===== config.mk =====
export PLATFORM = sky130hd
export DESIGN_NAME = flc_ram
export DESIGN_NICKNAME = d
export VERILOG_FILES = /design/src/rtl/core/flc_ram.sv
export SDC_FILE = /design/constraint.sdc
export NUM_CORES = 1
export LEC_CHECK = 0
export CORE_ASPECT_RATIO = 2
export CORE_MARGIN = 5
export CORE_UTILIZATION = 41
export CTS_BUF_LIST = sky130_fd_sc_hd__clkbuf_16
export DETAILED_ROUTE_END_ITERATION = 10
export DONT_BUFFER_PORTS = 1
export GPL_ROUTABILITY_DRIVEN = 0
export HOLD_SLACK_MARGIN = 0.06
export PLACE_DENSITY = 0.57
export RECOVER_POWER = 50
export REMOVE_ABC_BUFFERS = 1
export SYNTH_ARGS = -nofsm -noshare
export SYNTH_HDL_FRONTEND = slang
export SYNTH_SLANG_ARGS = --single-unit

===== constraint.sdc =====
create_clock -name clk -period 3.3 [get_ports clk]
set_input_delay 0.66 -clock clk [delete_from_list [all_inputs] [get_ports clk]]
set_output_delay 0.66 -clock clk [all_outputs]
set_load 0.05 [all_outputs]

===== src/rtl/core/flc_ram.sv =====
// generic single write, single registered read ram
module flc_ram #(
    parameter int WIDTH = 24,
    parameter int DEPTH = 32
) (
    input  logic                     clk,
    input  logic                     we,
    input  logic [$clog2(DEPTH)-1:0] waddr,
    input  logic [WIDTH-1:0]         wdata,
    input  logic                     re,
    input  logic [$clog2(DEPTH)-1:0] raddr,
    output logic [WIDTH-1:0]         rdata
);
    logic [WIDTH-1:0] mem_reg [DEPTH];
    logic [WIDTH-1:0] rdata_reg;

    always_ff @(posedge clk) begin
        if (we) begin
            mem_reg[waddr] <= wdata;
        end
        if (re) begin
            rdata_reg <= mem_reg[raddr];
        end
    end

    assign rdata = rdata_reg;
endmodule


Word level (Yosys, flattened, before mapping) --
Memories as Yosys holds them, arrays and structs flattened. A register that Yosys moved wholly into a read port is not among the register bits. Cells that the tools add are included. Widths: inputs -> output; s select.
Word-level totals: word-level logic and storage cells 3, RAM bits 768, memories 1, register bits after elaboration 0, output and inout bits 24, input port bits 37
Cells by class: muxes and demuxes 2
Memories:
- mem_reg | words 32, bits a word 24, rd ports 1, clocked after Yosys merged registers in 1, wr ports 1, RTL line 14 | logic [WIDTH-1:0] mem_reg [DEPTH];
Operators by type and width (count):
- $mux 1 | 2

Logic depth before layout (Yosys ltp) --
depth after elaboration 2, mapped depth 8, depth with buffers taken out 5

Worst setup path before layout --
OpenSTA, ideal clock, no wires.
path type input -> register, start point input waddr[1], end point memory mem_reg[12][0], enable pin, arrival 2342 ps, stages on the path 3, path buffers 1, setup time 405 ps, setup slack 553 ps, required time 2895 ps, cell sequence or3b_2 > clkbuf_1 > nor2_1
RTL lines:
- start, declared | RTL line 8 | input logic [$clog2(DEPTH)-1:0] waddr,
- end, declared | RTL line 14
Straight into the memory's write port.

==> impl_metrics.ini <==
[status]
status = finished with violations
violations = slew limit

[cts]
cts_tree = built
cts_buffers = 67
cts_root_buf = clkbuf_16
clock_path_buffers = 3
post-cts-setup-buffers = 0
cts_resized = 0
h-tree-depth = 3
path_clk_slew_ns = 0.07
clock-sinks = 792
clk_latency_ns = 0.62
hold_buffers = 0

[die]
rows = 142
die_h_um = 397
initial_core_util_pct = 41.2
ios = 61
die_x_um = 204
die-area_um2 = 80800
core_area_um2 = 74600

[timing]
whs_ns = 0.130
fmax_ghz = 0.305
period_needed_ns = 3.28
period_share_pct = 99.4
final_max_slew_viol_count = 332
skew_ns = 0.0219
tightestPinTransition_ns = 2.84
rsz0062_at_grt = no
hold_viol_final = 0
max-slew-margin-rel_pct = -89.2
setup_viol = 0

[synth]
synth_top_family_by_area = multiplexers
ys_types = 23
yosysTopAreaCell = edfxtp_1
synthCells = 1711
synthSimpleGateAreaFrac_pct = 3.27
synth_area_um2 = 30700
ys_seq_area_share_pct = 77.4
synth-compound-area-share_pct = 4.79
synth_top_area_share_pct = 77.4
post_synth.cell_area_avg_um2 = 18.0
async_flop_share_pct = 0
yosys_warnings = 0
yosys_most_used_dff = edfxtp_1
synth_adder_area_share_pct = 0
synthMuxAreaShare_pct = 12.5
ys_ff_latch = 792
synthXorXnorAreaFrac_pct = 0
synthTopCellsByArea = edfxtp_1 77%, mux2i_1 13%, a22oi_1 1.8%, a22o_1 1.4%, nand3_1 1.2%
synth_edf_count = 792

[power_and_ir_drop]
pwr-share-seq_pct = 57.3
finalPower_uw = 19900
internal-power_uw = 15800
switching_share_pct = 20.4
leakage_uw = 0.0116
powerDensity_nw_per_um2 = 581
peakVddDrop_v = 0.000293
p_switching_uw = 4040
p_comb_share_pct = 3.7
p_clk_share_pct = 39.0

[detailed_routing]
routedWlPerCell_um = 26.2
vias = 15200
detail-route-antenna-nets = 0
drt_iter0_drc = 977
route.detailed.drc = 0
dr.pass1.iters = 5
drt_wl_total_um = 71300
vias_per_cell = 5.58

[layout]
area_growth_pct = 11.2
num-nets-final = 1771
largest_reg_flops = 768
utilization_pct = 45.8
diodes = 0
nFillCells = 6300
fin_cells = 2720
drive_gt1_share_pct = 10.3

[global_routing]
antenna_found_initial = 0
grt_pass1_wl_um = 105000
overflow = 0
grt_pass1_vias = 16000
grt_util_all_layers_pct = 17.6
grt_max_degree = 385

[worst_setup_path]
critical_path_class = in -> reg
rr_worst_depth = 5
critPathMaxFanout = 384
r2r_slack_ns = 1.67
cp_data_arrival_time_ns = 3.62
crit_required_ns = 3.64
rr_endpoint = rdata[9]
crit_path_end_kind = register
cp-start-kind = input port
r2r_start = mem_reg[7][9]

[min_path]
hp-class = in -> reg
holdCritStartpoint = wdata[18]
hold_path_depth = 0
hold_end = mem_reg[9][18]

[run]
maxCapViolCount = 0

[place]
numPlacedInstances = 2601
hpwl_um = 40800
port_buffers = 0
[placed cells by master (no fill, tap or decap), types with 30 or more instances in the layout]
| master | n |
|---|---|
| a21oi_1 | 72 |
| a22o_1 | 48 |
| a22oi_1 | 72 |
| buf_4 | 40 |
| clkbuf_16 | 68 |
| edfxtp_1 | 792 |
| mux2i_1 | 384 |
| nand2_1 | 74 |
| nand3_1 | 74 |
| nor2_4 | 30 |
[layout make-up]
type	count	area, µm²	share of cell area, %
Clock buffer	68	1700	4.98
Multi-Input combinational cell	821	6560	19.2
Clock inverter	51	418	1.22
Sequential cell	792	23800	69.6
Tap cell	936	1170	3.43
Timing Repair Buffer	52	541	1.58
[Yosys cell counts, types with 24 or more instances]
cell / count
nor3_1: 24
a22oi_1: 72
nor2_1: 34
nand3_1: 74
buf_2: 29
nand2_1: 74
a21oi_1: 72
a22o_1: 48
mux2i_1: 384
clkbuf_1: 29
edfxtp_1: 792
a31oi_1: 24
[kinds of logic after synthesis]
group / after synthesis
buf+inv: 98
simple gates: 221
compound gates: 216
mux: 384
flops: 792
[worst max path at each step]
stage              start              to  slack [ns]  cells past startpoint
2_1_floorplan   raddr[2]        rdata[0]       -1.40                      4
3_3_place_gp    waddr[1]  mem_reg[16][8]        0.85                      3
3_5_place_dp    waddr[1]  mem_reg[16][5]        0.82                      3
4_1_cts        rdata[22]       rdata[22]        1.22                      0
5_1_grt         raddr[0]       rdata[21]        1.07                      5
6_report        raddr[0]       rdata[21]        0.02                      5
[per-layer routing]
| metal | global-route usage [%] | vias up | wire length (µm) |
|---|---|---|---|
| li1 | - | 6837 | - |
| met1 | 19.8 | 7887 | 26600 |
| met2 | 33.3 | 338 | 39500 |
| met3 | 3.32 | 108 | 3330 |
| met4 | 5.58 | 0 | 1890 |
| met5 | 0 | - | 0 |
[power by group through the flow]
stage	logic (µW)	clock network (µW)	registers, µW
final	737	7750	11400
after CTS	696	7940	11400
after global routing	754	8320	11400
after floorplan	451	0	11600
after detailed placement	694	0	11600
after global placement	688	0	11600
[through the flow]
stage / setup slack [ns] / cell area, µm² / setup TNS, ns
after CTS: 1.22 / 34200 / 0
after floorplan: -1.40 / 30100 / -33.59
after detailed placement: 0.821 / 32100 / 0
after global placement: 0.852 / 32100 / 0
after global routing: 1.07 / 34200 / 0
final: 0.0189 / 34200 / 0
[worst max-delay path, stage by stage]
cell and delay [ns]:
mux2i_1 0.91, a22o_1 0.22, nor3_1 0.05, a31oi_1 0.33, nand3_1 0.13
Power figures use the tool's default switching activity.
