[src/rtl/core/flc_pkg.sv]
// shared constants and types for the facility location cost evaluator
package flc_pkg;

    // request codes
    localparam logic [1:0] REQ_OPEN  = 2'd0;
    localparam logic [1:0] REQ_TRANS = 2'd1;
    localparam logic [1:0] REQ_EVAL  = 2'd2;

    // register indexes
    localparam logic [1:0] REG_MODE = 2'd0;
    localparam logic [1:0] REG_MAXD = 2'd1;
    localparam logic [1:0] REG_PEN  = 2'd2;

    localparam int FIELD_W = 24;  // cost_value, max_distance, penalty_amount
    localparam int TOTAL_W = 31;
    localparam int COUNT_W = 6;
    localparam int ACC_W   = 40;  // accumulator width, wide enough for the default parameters

    // per-cycle control broadcast to every lane
    typedef struct packed {
        logic start;  // reset least cost to the no-facility sentinel
        logic upd;    // read data of an open column is on the ram output
    } lane_ctrl_t;

endpackage

[src/rtl/core/flc_ram.sv]
// generic single write, single registered read ram
module flc_ram #(
    parameter int WIDTH = 24,
    parameter int DEPTH = 32
) (
    input  logic                     clk,
    input  logic                     we,
    input  logic [$clog2(DEPTH)-1:0] waddr,
    input  logic [WIDTH-1:0]         wdata,
    input  logic                     re,
    input  logic [$clog2(DEPTH)-1:0] raddr,
    output logic [WIDTH-1:0]         rdata
);
    logic [WIDTH-1:0] mem_reg [DEPTH];
    logic [WIDTH-1:0] rdata_reg;

    always_ff @(posedge clk) begin
        if (we) begin
            mem_reg[waddr] <= wdata;
        end
        if (re) begin
            rdata_reg <= mem_reg[raddr];
        end
    end

    assign rdata = rdata_reg;
endmodule

[src/rtl/core/flc_lane.sv]
// one customer row: its transport costs and a running minimum over open columns
module flc_lane #(
    parameter int LOCATIONS = 32,
    parameter int COST_BITS = 24
) (
    input  logic                         aclk,
    input  flc_pkg::lane_ctrl_t          ctrl,
    input  logic                         we,
    input  logic [$clog2(LOCATIONS)-1:0] waddr,
    input  logic [COST_BITS-1:0]         wdata,
    input  logic                         re,
    input  logic [$clog2(LOCATIONS)-1:0] raddr,
    output logic [COST_BITS:0]           least
);
    import flc_pkg::*;

    logic [COST_BITS-1:0] rdata;
    logic [COST_BITS:0]   least_reg;
    logic [COST_BITS:0]   least_next;

    flc_ram #(
        .WIDTH(COST_BITS),
        .DEPTH(LOCATIONS)
    ) u_row_ram (
        .clk  (aclk),
        .we   (we),
        .waddr(waddr),
        .wdata(wdata),
        .re   (re),
        .raddr(raddr),
        .rdata(rdata)
    );

    always_comb begin
        least_next = least_reg;
        if (ctrl.start) begin
            least_next = {1'b1, {COST_BITS{1'b0}}};
        end else if (ctrl.upd && ({1'b0, rdata} < least_reg)) begin
            least_next = {1'b0, rdata};
        end
    end

    always_ff @(posedge aclk) begin
        least_reg <= least_next;
    end

    assign least = least_reg;
endmodule

[config.mk]
export PLATFORM = sky130hd
export DESIGN_NAME = flc_lane
export DESIGN_NICKNAME = d
export VERILOG_FILES = /design/src/rtl/core/flc_pkg.sv /design/src/rtl/core/flc_ram.sv /design/src/rtl/core/flc_lane.sv
export SDC_FILE = /design/constraint.sdc
export NUM_CORES = 1
export LEC_CHECK = 0
export BUFFER_PORTS_ARGS = -buffer_cell sky130_fd_sc_hd__buf_2
export CELL_PAD_IN_SITES_DETAIL_PLACEMENT = 1
export CELL_PAD_IN_SITES_GLOBAL_PLACEMENT = 1
export CORE_MARGIN = 2
export CORE_UTILIZATION = 30
export CTS_CLUSTER_SIZE = 8
export DETAILED_ROUTE_END_ITERATION = 8
export GPL_TIMING_DRIVEN = 0
export PLACE_DENSITY_LB_ADDON = 0.1
export SLEW_MARGIN = 20
export SYNTH_ARGS = -nofsm -noshare
export SYNTH_HDL_FRONTEND = slang
export SYNTH_SLANG_ARGS = --single-unit
[constraint.sdc]
create_clock -name aclk -period 3.3 [get_ports aclk]
set_input_delay 0.495 -clock aclk [delete_from_list [all_inputs] [get_ports aclk]]
set_output_delay 0.495 -clock aclk [all_outputs]
set_load 0.05 [all_outputs]
; ---- Yosys cells after proc, flatten, opt, wreduce, memory -nomap -nowiden
; Memories as Yosys holds them, arrays and structs flattened. A register that Yosys moved wholly into a read port is not among the register bits.
; Index checks and enable logic that the tools add are counted.
[classes]
reduce_logical = 1
n_mux = 2
n_lt_le_gt_ge = 1
[ops]
columns = cell, n
row1 = $lt A24 B25 Y1, 1
row2 = $mux W1, 2
row3 = $logic_and A1 B1 Y1, 1
[word_totals]
reg_bits = 25
memories = 1
out_inout_bits = 25
ramBits = 768
[mem_list]
columns = memory, words, word_bits, read_ports, rd_clocked_by_memory_dff, wr, line
row1 = u_row_ram.mem_reg, 32, 24, 1, 1, 1, flc_ram.sv:14  ; logic [WIDTH-1:0] mem_reg [DEPTH];

; ---- Logic depth before layout (Yosys ltp)
[logic_depth]
depth_word = 2
depth_mapped = 10
ltp_nobuf = 8

; ---- By module
; Synthesis repeated with hierarchy kept, for this count alone.
[unflattened]
hier_cells = 1896
hier_area_um2 = 32421.1
[modules_own_cells]
columns = mod, instances, seq_area_each_um2, cells_each, area_each_um2
row1 = flc_ram, 1, 23782.8, 1711, 30723.2
row2 = flc_lane, 1, 500.5, 185, 1697.9

; ---- Worst setup path before layout
; Ideal clock, no wire load.
[synth_path]
path_type = register to register
startpoint = register least_reg[11], in the netlist least[11]
endpoint = register least_reg[10], in the netlist least[10]
path_stages_with_launch = 11
setup_ps = 70
period_less_slack_ps = 2589
t_required_ps = 3230
arrival_ps = 2519
path_slack_ps = 711
cell_sequence = dfxtp_1 > inv_1 > ha_1 > a21o_1 > a221oi_1 > a211o_1 > a31oi_1 > clkbuf_1 > clkbuf_1 > or3b_1 > a21oi_1
[synth_between]
elab_chain_len = 2
[synth_rtl]
columns = item, line
row1 = start: declaration, flc_lane.sv:18  ; logic [COST_BITS:0] least_reg;
row2 = start signal: assignment, flc_lane.sv:44  ; least_reg <= least_next;
row3 = $lt A24 B25 Y1, flc_lane.sv:38  ; end else if (ctrl.upd && ({1'b0, rdata} < least_reg)) begin
row4 = $logic_and A1 B1 Y1, flc_lane.sv:38
; No other way between the ends.
; A chain may end at the register's enable or synchronous reset.

; ---- Worst setup path after layout
[layout_path]
startpoint = register u_row_ram.rdata_reg[4], in the netlist u_row_ram.rdata[4] (read register of u_row_ram.mem_reg)
endpoint = register least_reg[15], in the netlist least[15]
[layout_between]
elab_chain_len = 2
[layout_rtl]
columns = item, line
row1 = start: declaration, flc_ram.sv:15  ; logic [WIDTH-1:0] rdata_reg;
row2 = $lt A24 B25 Y1, flc_lane.sv:38
row3 = $logic_and A1 B1 Y1, flc_lane.sv:38
; No other way between the ends.

==> impl_metrics.py <==
metrics = {
    "drt": {
        "wl_per_cell_um": 29.74,
        "vias": 14710,
        "drt-pass1-iter-count": 5,
        "vias_per_cell": 4.965,
        "routed_wirelength_mm": 88.08,
        "drt-initial-drc-count": 1127,
        "drc": 0,
        "ant_nets": 0,
    },
    "critical_path": {
        "end_kind": "flop",
        "worstPathRequired_ns": 3.89,
        "start_kind": "flop",
        "cpMaxStageDelayCell": "a2111oi_0",
        "crit_chain": "ha_1 -> a21oi_1 -> nor2_1 -> a2111oi_0 -> a31oi_1 -> clkbuf_1 -> clkbuf_1 -> or3b_1 -> a21oi_1",
        "cp_num_buf_inv": 2,
        "critical_path_class": "flop to flop",
        "crit_arrival_ns": 3.57,
        "cp_max_fo": 10,
        "path_delay_family": "compound AO/OA/AOI/OAI gates",
        "slowest_delay_ns": 0.55,
    },
    "yosys": {
        "yosysUniqueCellTypes": 31,
        "synth_fp_nets": 1412,
        "yosysTopAreaCell": "edfxtp_1",
        "syn_inst": 1350,
        "ys.flop_type": "edfxtp_1",
        "synth.top_cells.by_count": "edfxtp_1 (792), mux4_2 (240), clkbuf_1 (36), nor2_1 (35), a21oi_1 (33)",
        "yosysMostFrequentCell": "edfxtp_1",
        "syn_area_um2": 31510,
        "synth.top_cell.area_share": 0.7547,
        "post_synth.cell_area_avg_um2": 23.34,
        "async_flop_share": 0,
        "ys_ff_latch": 817,
        "ys_warn_count": 0,
        "ys_seq_area_frac": 0.7706,
        "synth-edff-count": 792,
        "yosys-top-cells-area": "edfxtp_1 (75%), mux4_2 (17%), dfxtp_1 (1.6%)",
    },
    "cts": {
        "root_buffer": "clkbuf_16",
        "clkSinkCount": 817,
        "cts_buffer_depth": 3,
        "cts_resized": 0,
        "clk_transition_reported_paths_ns": 0.06,
        "cts_max_level": 3,
        "tritoncts": "built",
        "cts_setup_buffers": 0,
        "clkLatencyLatePin_ns": 0.68,
        "cts_buffers": 112,
        "cts_hold_buf": 0,
    },
    "cells_and_area": {
        "drive_above_1_share": 0.3506,
        "nets": 1615,
        "stdcell_area_um2": 37600,
        "final_cells": 2962,
        "largest_reg_flops": 768,
        "area_delta_synth_final_pct": 19.33,
    },
    "floorplan": {
        "row_count": 118,
        "die_area_um2": 107600,
        "die_h_um": 328.1,
        "initial_core_util": 0.3036,
        "die_w_um": 328.1,
        "io_pins": 64,
        "coreArea_um2": 103800,
    },
    "timing": {
        "hold_violations": 0,
        "tightest_slew_ns": 1.054,
        "final-max-slew-violation-count": 0,
        "fmax_ghz": 0.3356,
        "period_minus_slack_ns": 2.979,
        "grt_setup_unrepaired": "no",
        "fin_ws_ns": 0.3206,
        "relSlewSlack": 0.2971,
        "skew_ns": 0.02126,
        "finalCritPeriodShare": 0.9028,
        "hold_ws_ns": 0.1499,
        "setup_viol": 0,
    },
    "power_and_ir_drop": {
        "intPower_mw": 18.20,
        "power.density_nw_per_um2": 621.5,
        "power.leakage_nw": 11.65,
        "power.switching_mw": 5.170,
        "p_seq_frac": 0.498,
        "p_comb_frac": 0.062,
        "worst_ir_drop_vdd_uv": 435.0,
        "p_sw_frac": 0.2212,
        "clkPwrFrac": 0.440,
        "power_mw": 23.37,
    },
    "status": {
        "status": "finished clean",
    },
    "placement": {
        "dp_hpwl_mm": 57.69,
        "pre_cts_slack_ns": -0.4546,
        "dpl-instance-area_um2": 34590,
        "port_buffers": 57,
        "globalplace.congestion": 0.7018,
        "placedCellCount": 2819,
    },
    "global_routing": {
        "grt-ovfl-total": 0,
        "grt_pass1_wl_mm": 124.8,
        "grt_antenna_before_repair": 8,
        "grt_max_degree": 33,
        "grt_pass1_vias": 16100,
        "grt_util_all_layers": 0.1672,
    },
    "hold_path": {
        "hold_path_class": "input pin to flop",
    },
    "flow_run": {
        "maxCapViolations": 0,
    },
}
worst paths after layout:
check | start | end | slack [ns] | cells after the start
worst max-delay path | u_row_ram.rdata[4] | least[15] | 0.32 | 9
worst min-delay path | ctrl[1] | least[0] | 0.15 | 2
worst min register to register | least[4] | least[4] | 0.50 | 2
worst max register to register | u_row_ram.rdata[4] | least[15] | 0.32 | 9
cells in the final DEF (no fill, tap or decap), types with 24 or more instances in the layout:
| master | n |
|---|---|
| buf_16 | 24 |
| o21ai_0 | 27 |
| a21oi_1 | 33 |
| clkbuf_16 | 113 |
| dfxtp_1 | 25 |
| edfxtp_1 | 792 |
| clkbuf_1 | 51 |
| mux2_2 | 24 |
| nor2_4 | 32 |
| mux4_2 | 240 |
| buf_2 | 79 |
per-layer routing:
layer  vias up  part of all wire  track usage
met4         4             0.027      0.04856
met5         -           0.00020            0
met3       123             0.040      0.03267
met1      8110              0.44       0.2215
met2       317              0.49       0.2795
li1       6151                 -            -
power by group through the flow:
| stage | registers (mW) | logic [mW] | clock network [mW] |
|---|---|---|---|
| 4_1_cts | 11.6 | 1.49 | 10.6 |
| 5_1_grt | 11.6 | 1.56 | 11.0 |
| 3_5_place_dp | 11.8 | 1.48 | 0 |
| 6_report | 11.6 | 1.44 | 10.3 |
| 3_3_place_gp | 11.8 | 1.42 | 0 |
| 2_1_floorplan | 11.9 | 0.711 | 0 |
kinds of logic (layout without fill, tap and decap cells):
logic type | after synthesis | after routing | share of synthesized area
multiplexers | 264 | 264 | 0.1801
flip-flops | 817 | 817 | 0.7706
other | 0 | 2 | 0
buffers and inverters | 93 | 323 | 0.01255
AO/OA/AOI/OAI | 68 | 68 | 0.01159
AND/OR/NAND/NOR | 85 | 85 | 0.01600
adder cells (fa/ha/maj) | 23 | 23 | 0.009133
cell type report:
cell class	count	area, um2
fill	9889	66190
sequential	817	24280
multi-input combinational	440	7073
clock buffer	134	2917
tap	1380	1727
timing repair buffer	89	1106
buffer	70	319.1
clock inverter	7	86.33
inverter	23	86.33
antenna	2	5.005
metrics by stage:
stage / setup TNS (ns) / utilization
floorplan: 0 / -
global placement: -695.05 / 0.3230
detailed placement: -7.138 / 0.3333
CTS: 0 / 0.3622
global route: 0 / 0.3622
finish: 0 / 0.3623
No activity file was read; power rests on OpenSTA's default activity.
