==> src/rtl/core/flc_pkg.sv <==
// shared constants and types for the facility location cost evaluator
package flc_pkg;

    // request codes
    localparam logic [1:0] REQ_OPEN  = 2'd0;
    localparam logic [1:0] REQ_TRANS = 2'd1;
    localparam logic [1:0] REQ_EVAL  = 2'd2;

    // register indexes
    localparam logic [1:0] REG_MODE = 2'd0;
    localparam logic [1:0] REG_MAXD = 2'd1;
    localparam logic [1:0] REG_PEN  = 2'd2;

    localparam int FIELD_W = 24;  // cost_value, max_distance, penalty_amount
    localparam int TOTAL_W = 31;
    localparam int COUNT_W = 6;
    localparam int ACC_W   = 40;  // accumulator width, wide enough for the default parameters

    // per-cycle control broadcast to every lane
    typedef struct packed {
        logic start;  // reset least cost to the no-facility sentinel
        logic upd;    // read data of an open column is on the ram output
    } lane_ctrl_t;

endpackage

==> src/rtl/core/flc_merge.sv <==
// walks the lanes one per cycle, adding least costs of closed lanes and penalties
module flc_merge #(
    parameter int LOCATIONS = 32,
    parameter int COST_BITS = 24
) (
    input  logic                                aclk,
    input  logic                                aresetn,
    input  logic                                start,
    input  logic [flc_pkg::ACC_W-1:0]           init_sum,
    input  logic [COST_BITS:0]                  least [LOCATIONS],
    input  logic [LOCATIONS-1:0]                closed,
    input  logic                                mode,
    input  logic [flc_pkg::FIELD_W-1:0]         max_dist,
    input  logic [flc_pkg::FIELD_W-1:0]         pen_amt,
    output logic                                done,
    output logic [flc_pkg::ACC_W-1:0]           total,
    output logic [$clog2(LOCATIONS+1)-1:0]      pen_cnt
);
    import flc_pkg::*;

    localparam int KW = $clog2(LOCATIONS);
    localparam int CW = $clog2(LOCATIONS+1);

    logic            busy_reg, busy_next;
    logic            done_reg, done_next;
    logic [KW-1:0]   k_reg, k_next;
    logic [ACC_W-1:0] acc_reg, acc_next;
    logic [CW-1:0]   cnt_reg, cnt_next;
    logic [ACC_W-1:0] least_ext;
    logic            far;

    assign least_ext = ACC_W'(least[k_reg]);
    assign far = closed[k_reg] && mode && (least_ext > ACC_W'(max_dist));

    always_comb begin
        busy_next = busy_reg;
        done_next = 1'b0;
        k_next    = k_reg;
        acc_next  = acc_reg;
        cnt_next  = cnt_reg;
        if (start) begin
            busy_next = 1'b1;
            k_next    = '0;
            acc_next  = init_sum;
            cnt_next  = '0;
        end else if (busy_reg) begin
            acc_next = acc_reg + (closed[k_reg] ? least_ext : '0)
                     + (far ? ACC_W'(pen_amt) : '0);
            if (far) begin
                cnt_next = cnt_reg + CW'(1);
            end
            k_next = k_reg + KW'(1);
            if (k_reg == KW'(LOCATIONS-1)) begin
                busy_next = 1'b0;
                done_next = 1'b1;
            end
        end
    end

    always_ff @(posedge aclk) begin
        if (!aresetn) begin
            busy_reg <= 1'b0;
            done_reg <= 1'b0;
        end else begin
            busy_reg <= busy_next;
            done_reg <= done_next;
        end
        k_reg   <= k_next;
        acc_reg <= acc_next;
        cnt_reg <= cnt_next;
    end

    assign done    = done_reg;
    assign total   = acc_reg;
    assign pen_cnt = cnt_reg;
endmodule
==> config.mk <==
export PLATFORM = sky130hd
export DESIGN_NAME = flc_merge
export DESIGN_NICKNAME = d
export VERILOG_FILES = /design/src/rtl/core/flc_pkg.sv /design/src/rtl/core/flc_merge.sv
export SDC_FILE = /design/constraint.sdc
export NUM_CORES = 1
export LEC_CHECK = 0
export BUFFER_PORTS_ARGS = -buffer_cell sky130_fd_sc_hd__buf_2
export CORE_AREA = 4 4 376 378
export CTS_CLUSTER_DIAMETER = 120
export CTS_CLUSTER_SIZE = 40
export DETAILED_ROUTE_END_ITERATION = 8
export DIE_AREA = 0 0 380 382
export PLACE_DENSITY = 0.3
export REMOVE_ABC_BUFFERS = 1
export SETUP_SLACK_MARGIN = 0.02
export SKIP_LAST_GASP = 1
export SLEW_MARGIN = 30
export SYNTH_ARGS = -nofsm -noshare
export SYNTH_HDL_FRONTEND = slang
export SYNTH_SLANG_ARGS = --single-unit
==> constraint.sdc <==
create_clock -name aclk -period 18 [get_ports aclk]
set_input_delay 0 -clock aclk [delete_from_list [all_inputs] [get_ports aclk]]
set_output_delay 0 -clock aclk [all_outputs]
set_load 0.02 [all_outputs]
After elaboration in Yosys (flattened, before gate mapping)
Index checks and enable logic that the tools add are counted.

cells by class
  add/sub/neg operators = 4
  order comparisons = 3
  equality and inequality tests = 1
  mux-type cells = 13
  bitwise logic cells = 3
  reductions and logical operators = 5

operator list
  operator               number
  $bmux W25 S5           1
  $mux W40               2
  $mux W25               3
  $add A40 B24 Y40       1
  $add A40 B25 Y40       1
  $gt A25 B24 Y1         1
  $mux W24               1
  $add A6 B1 Y6 const B  1
  $ge A6 B6 Y1 const B   1
  $lt A5 B6 Y1 const B   1
  $not A5 Y6             1
  $add A5 B1 Y5 const B  1
  $bmux W1 S5            1
  $eq A5 B5 Y1 const B   1
  $mux W1                5
  $reduce_or A3 Y1       1
  $logic_and A1 B1 Y1    2
  $not A1 Y1             2
  $reduce_and A2 Y1      1
  $reduce_bool A2 Y1     1

storage, ports and cells
  bits in registers = 53
  bits of input ports = 924
  output and inout bits = 47
  logic and storage cells = 34

Logic depth before layout (Yosys ltp)
  depth in word-level cells = 10
  depth in mapped cells = 30
  gate-level depth less buffers = 23

Worst setup path after synthesis
Ideal clock, no wire load.

  path kind = register to register
  start point = register k_reg[0]
  end point = register acc_reg[34] (netlist: total[34]), data pin
  library setup time = 259 ps
  arrival = 7204 ps
  data required time = 17741 ps
  slack = 10538 ps
  stages on the path, launching flop included = 29
  buffers on the path = 8
  clock period less this slack = 7462 ps
  path through = dfxtp_1 > buf_2 > buf_6 > clkbuf_1 > buf_2 > buf_2 > mux4_2 > mux4_2 > mux2_2 > ha_1 > nand4_1 > nor4_1 > nand2_1 > o31a_1 > a311oi_2 > nor2_1 > clkbuf_1 > and2_1 > fa_1 > ha_1 > buf_2 > nand3_1 > or3_1 > a211oi_1 > o311ai_1 > o31a_1 > buf_2 > o31a_1 > o31a_1

between the ends
  word-level cells in the longest chain between the ends = 10
  elaborated cells on any way between the ends = 15
  those cells by class = add/sub (2); order compare (1); mux (9); bitwise (1); reduce/logical (2)

ends and longest elaborated chain
  item                                                      line             text
  start, declared                                           flc_merge.sv:26  logic [KW-1:0] k_reg, k_next;
  start signal, assigned                                    flc_merge.sv:68  k_reg <= k_next;
  branches (longest 7 deep; another with $add A40 B25 Y40)  n/a
  $add A40 B24 Y40 *                                        flc_merge.sv:48  + (far ? ACC_W'(pen_amt) : '0);
  $mux W40 *                                                flc_merge.sv:46  end else if (busy_reg) begin
  $mux W40 *                                                flc_merge.sv:41  if (start) begin
  net acc_next[34]                                          flc_merge.sv:27  logic [ACC_W-1:0] acc_reg, acc_next;
  end signal, assigned                                      flc_merge.sv:69  acc_reg <= acc_next;
  end, declared                                             flc_merge.sv:27

Mark *: on every way through the listed nets, which the timed path passes. The select of a mux whose other input is x is not followed.
A chain may end at the register's enable or synchronous reset.

Worst setup path after layout
  start point = register k_reg[0]
  end point = register acc_reg[39] (netlist: total[39]), data pin

The elaborated chain is that of the path after synthesis.

==> Implementation_results.wiki <==
{| class="wikitable"
! Metric !! Value
|-
| Result of the run || complete, no violations
|-
| Highest Clock Rate || 0.101 GHz
|-
| Top cells by area, synth || mux4_2 49%, edfxtp_1 10%, ha_1 5.6%, fa_1 4.3%, mux2_2 2.5%
|-
| Ratio of final minimum period to clock period || 0.549
|-
| Ys Warns || 0
|-
| Pin count of the biggest net entering global routing || 76
|-
| Flip-flop count of the largest register, all copies and words added || 40
|-
| Number of enable flip-flop cells after synthesis || 40
|-
| Placed wire-length estimate after detailed placement || 81000 µm
|-
| Max_cap viols || 0
|-
| Static Leak || 7.80 nW
|-
| Final Wtd Congestion || 0.876
|-
| Critical path class || register to register
|-
| Cells after Synth || 973
|-
| Insertion delay to the later sink of the worst-skew pair || 0.33 ns
|-
| CTS tree || yes
|-
| Category of the worst setup path launch point || register
|-
| Area occupied by multi-input gates || 9750 µm²
|-
| Number of primary I/O pins || 971
|-
| Final-layout setup total negative slack || 0 ns
|-
| Core Box Area || 137000 µm²
|-
| Global-route congestion overflow total || 0
|-
| Multiplexer share of the synthesized area || 0.524
|-
| Final count of pins violating max slew || 0
|-
| Compound-cell area share of the yosys netlist || 0.0859
|-
| RSZ-0062 raised after global routing || no
|-
| Cell type with the highest aggregate area in the netlist || mux4_2
|-
| Mean instance size in the synthesized netlist || 12.1 µm²
|-
| Maximum clock skew at final layout || 0.0158 ns
|-
| Post-route met1 wirelength || 39000 µm
|-
| Clock Power Share || 0.090
|-
| Top cell type's share of synthesized area || 0.488
|-
| Most instantiated cells after synthesis || 255 x mux4_2, 63 x nand2_1, 53 x ha_1
|-
| Data arrival, critical path || 10.07 ns
|-
| Die outline area || 145000 µm²
|-
| Initial DRC count || 605
|-
| Final routed wirelength across all metal layers || 90500 µm
|-
| Number of storage elements in the synthesis netlist || 53
|-
| Number of setup violations in the final report || 0
|-
| Switch share || 0.490
|-
| Share of post-route cells with drive strength above 1 || 0.680
|-
| Detailed-route via count || 13216
|-
| Via count of the first global-routing pass || 14396
|-
| Root buffer cell || clkbuf_16
|-
| Area growth, synth to finish || 62.0%
|-
| Count of buffers from port buffering || 970
|-
| WHS || 0.00980 ns
|-
| Net switching component of the power || 0.000636 W
|-
| Number of vias per cell || 3.56
|-
| Clock-pin slew on the worst setup and hold paths || 0.10 ns
|-
| Buffer count from post-CTS setup fixing || 0
|-
| Number of nets in the layout || 2905
|-
| Final worst slack || 8.12 ns
|-
| Standard-cell rows || 136
|-
| Remaining antenna violation count after routing || 0
|-
| Internal || 0.000660 W
|-
| Worst slew pin tran || 0.945 ns
|-
| First-pass iteration count of the detailed router || 5
|-
| Top sig layer || met5
|-
| Xor and xnor area share after synthesis || 0.0134
|-
| Bufs on Longest Clock Path || 2
|-
| Synthesized area || 11800 µm²
|-
| Average routed wire per standard cell || 24.3 µm
|-
| GRT Overall Usage || 0.118
|-
| Shortest clock period the worst path allows after layout || 9.88 ns
|-
| Total of fill cells in the finished design || 15739
|-
| Predominant post-synthesis flop cell || edfxtp_1
|-
| Number of unique standard cell types used by synthesis || 63
|-
| Main combinational cell family by area after synthesis || multiplexers
|-
| Adder and majority cell fraction of the synthesized area || 0.0989
|-
| CTS H-tree lvls || 2
|-
| Post-Layout Cell Count || 3715
|-
| Fraction of registers with async set/reset || 0
|-
| Number of buffers added to fix hold violations after cts || 20
|-
| Sink Count || 53
|-
| Combinational power share || 0.743
|-
| Worst Setup Slack post-DPL || 7.76 ns
|-
| Routed met2 length || 43500 µm
|-
| Required arrival time at the worst endpoint || 18.19 ns
|-
| Worst ir drop on vdd || 39.1 µV
|-
| Rel. slew slack || 0.370
|-
| Power density over the cells || 68.0 nW/µm²
|-
| Wire length on met3 || 6250 µm
|-
| Number of hold violations in the final report || 0
|-
| Proportion of synthesized chip area in sequential cells || 0.124
|-
| Seq. cell area || 1480 µm²
|-
| Die height || 382 µm
|-
| Placed instance count || 3670
|-
| Maximum fanout along the worst path || 44
|-
| Number of gates resized after cts || 0
|-
| Flop pwr share || 0.168
|-
| Antenna violations before repair || 81
|-
| Kind of capture point of the worst setup path || register
|-
| Die Wd || 380 µm
|-
| Worst hold-check path type || primary input to register
|-
| First-pass GRT wire length || 120000 µm
|-
| Cell with the most instances after synthesis || mux4_2
|-
| Initial core utilization || 0.0856
|-
| Area fraction in and, or, nand and nor cells after synthesis || 0.106
|-
| Total DRC errors in the routed layout || 0
|-
| Clock buffer count from CTS || 5
|}
## worst max-delay path: stages, from the launching register on
cell and delay (ns):
dfxtp_4 0.72, buf_4 0.65, buf_4 0.73, buf_4 0.73
mux4_2 0.59, mux4_2 0.49, mux2_2 0.34, ha_1 0.31
a21o_1 0.16, a21oi_1 0.16, o21ai_0 0.11, a211o_1 0.32
a311oi_2 0.21, buf_4 0.24, nor2_2 0.05, buf_4 0.23
and2_1 0.20, fa_1 0.48, ha_1 0.17, inv_1 0.06
fa_1 0.38, nand2b_1 0.18, a21oi_1 0.36, o2111ai_1 0.33
and4_1 0.32, o21a_1 0.36, or4_1 0.52, a31oi_1 0.16
## worst paths after layout
check	startpoint	end	slack, ns	cells after the start
min	init_sum[18]	total[18]	0.01	3
max	k_reg[0]	total[39]	8.12	27
min reg2reg	pen_cnt[1]	pen_cnt[1]	0.54	2
max reg2reg	k_reg[0]	total[39]	8.12	27
## routing by layer
layer	GRT usage	vias up
met5	0	-
met4	0.0155	34
met3	0.0321	109
met2	0.199	637
met1	0.155	6513
li1	-	5923
## cell usage in the layout, fill, tap and decap left out, drive strengths merged, types with 6 or more instances in the layout
cell type    netlist  routed
nand2b            13      13
edfxtp            40      40
buf               39     990
a31oi             15      15
nand4              9       9
and2              22      22
a21oi             36      36
xnor2             10      10
or3                6       6
nor3               6       6
xor2               8       8
dlygate4sd3        0      20
inv               49      52
o31ai             13      13
nand3             18      18
a21o              11      11
nor2              37      37
mux2i             11      11
nor2b             26      26
o21ai             37      37
nand2             63      63
o21a               8       8
mux4             255     255
mux2              28      28
a211oi             6       6
or4                9       9
ha                53      53
fa                25      25
dfxtp             13      13
diode              0      17
## cell families after synthesis
group           after synthesis
mux                         294
compound gates              156
buf+inv                     137
fa+ha+maj                    78
simple gates                237
xor+xnor                     18
flops                        53
## through the flow
stage | utilization | area (µm²) | power (W)
6_report | 0.139 | 19100 | 0.00130
5_1_grt | 0.138 | 19000 | 0.00143
4_1_cts | 0.138 | 19000 | 0.00134
3_5_place_dp | 0.136 | 18700 | 0.00121
3_3_place_gp | 0.136 | 18700 | 0.00122
2_1_floorplan | - | 11400 | 0.000846
## power by group through the flow
stage,Clock [W],Sequential [W],Combinational (W)
floorplan,0,0.000273,0.000573
global placement,0,0.000224,0.000994
detailed placement,0,0.000223,0.000983
CTS,0.000125,0.000220,0.000994
global route,0.000129,0.000225,0.00108
finish,0.000116,0.000217,0.000962
## cell type report
cell class / count / area share
clock inverter: 3 / 0.00151
antenna: 17 / 0.00223
timing repair buffer: 1010 / 0.273
inverter: 50 / 0.00985
tap: 1794 / 0.118
clock buffer: 5 / 0.00656
sequential: 53 / 0.0775
multi-input combinational: 783 / 0.511
(Power assumes the default switching activity.)
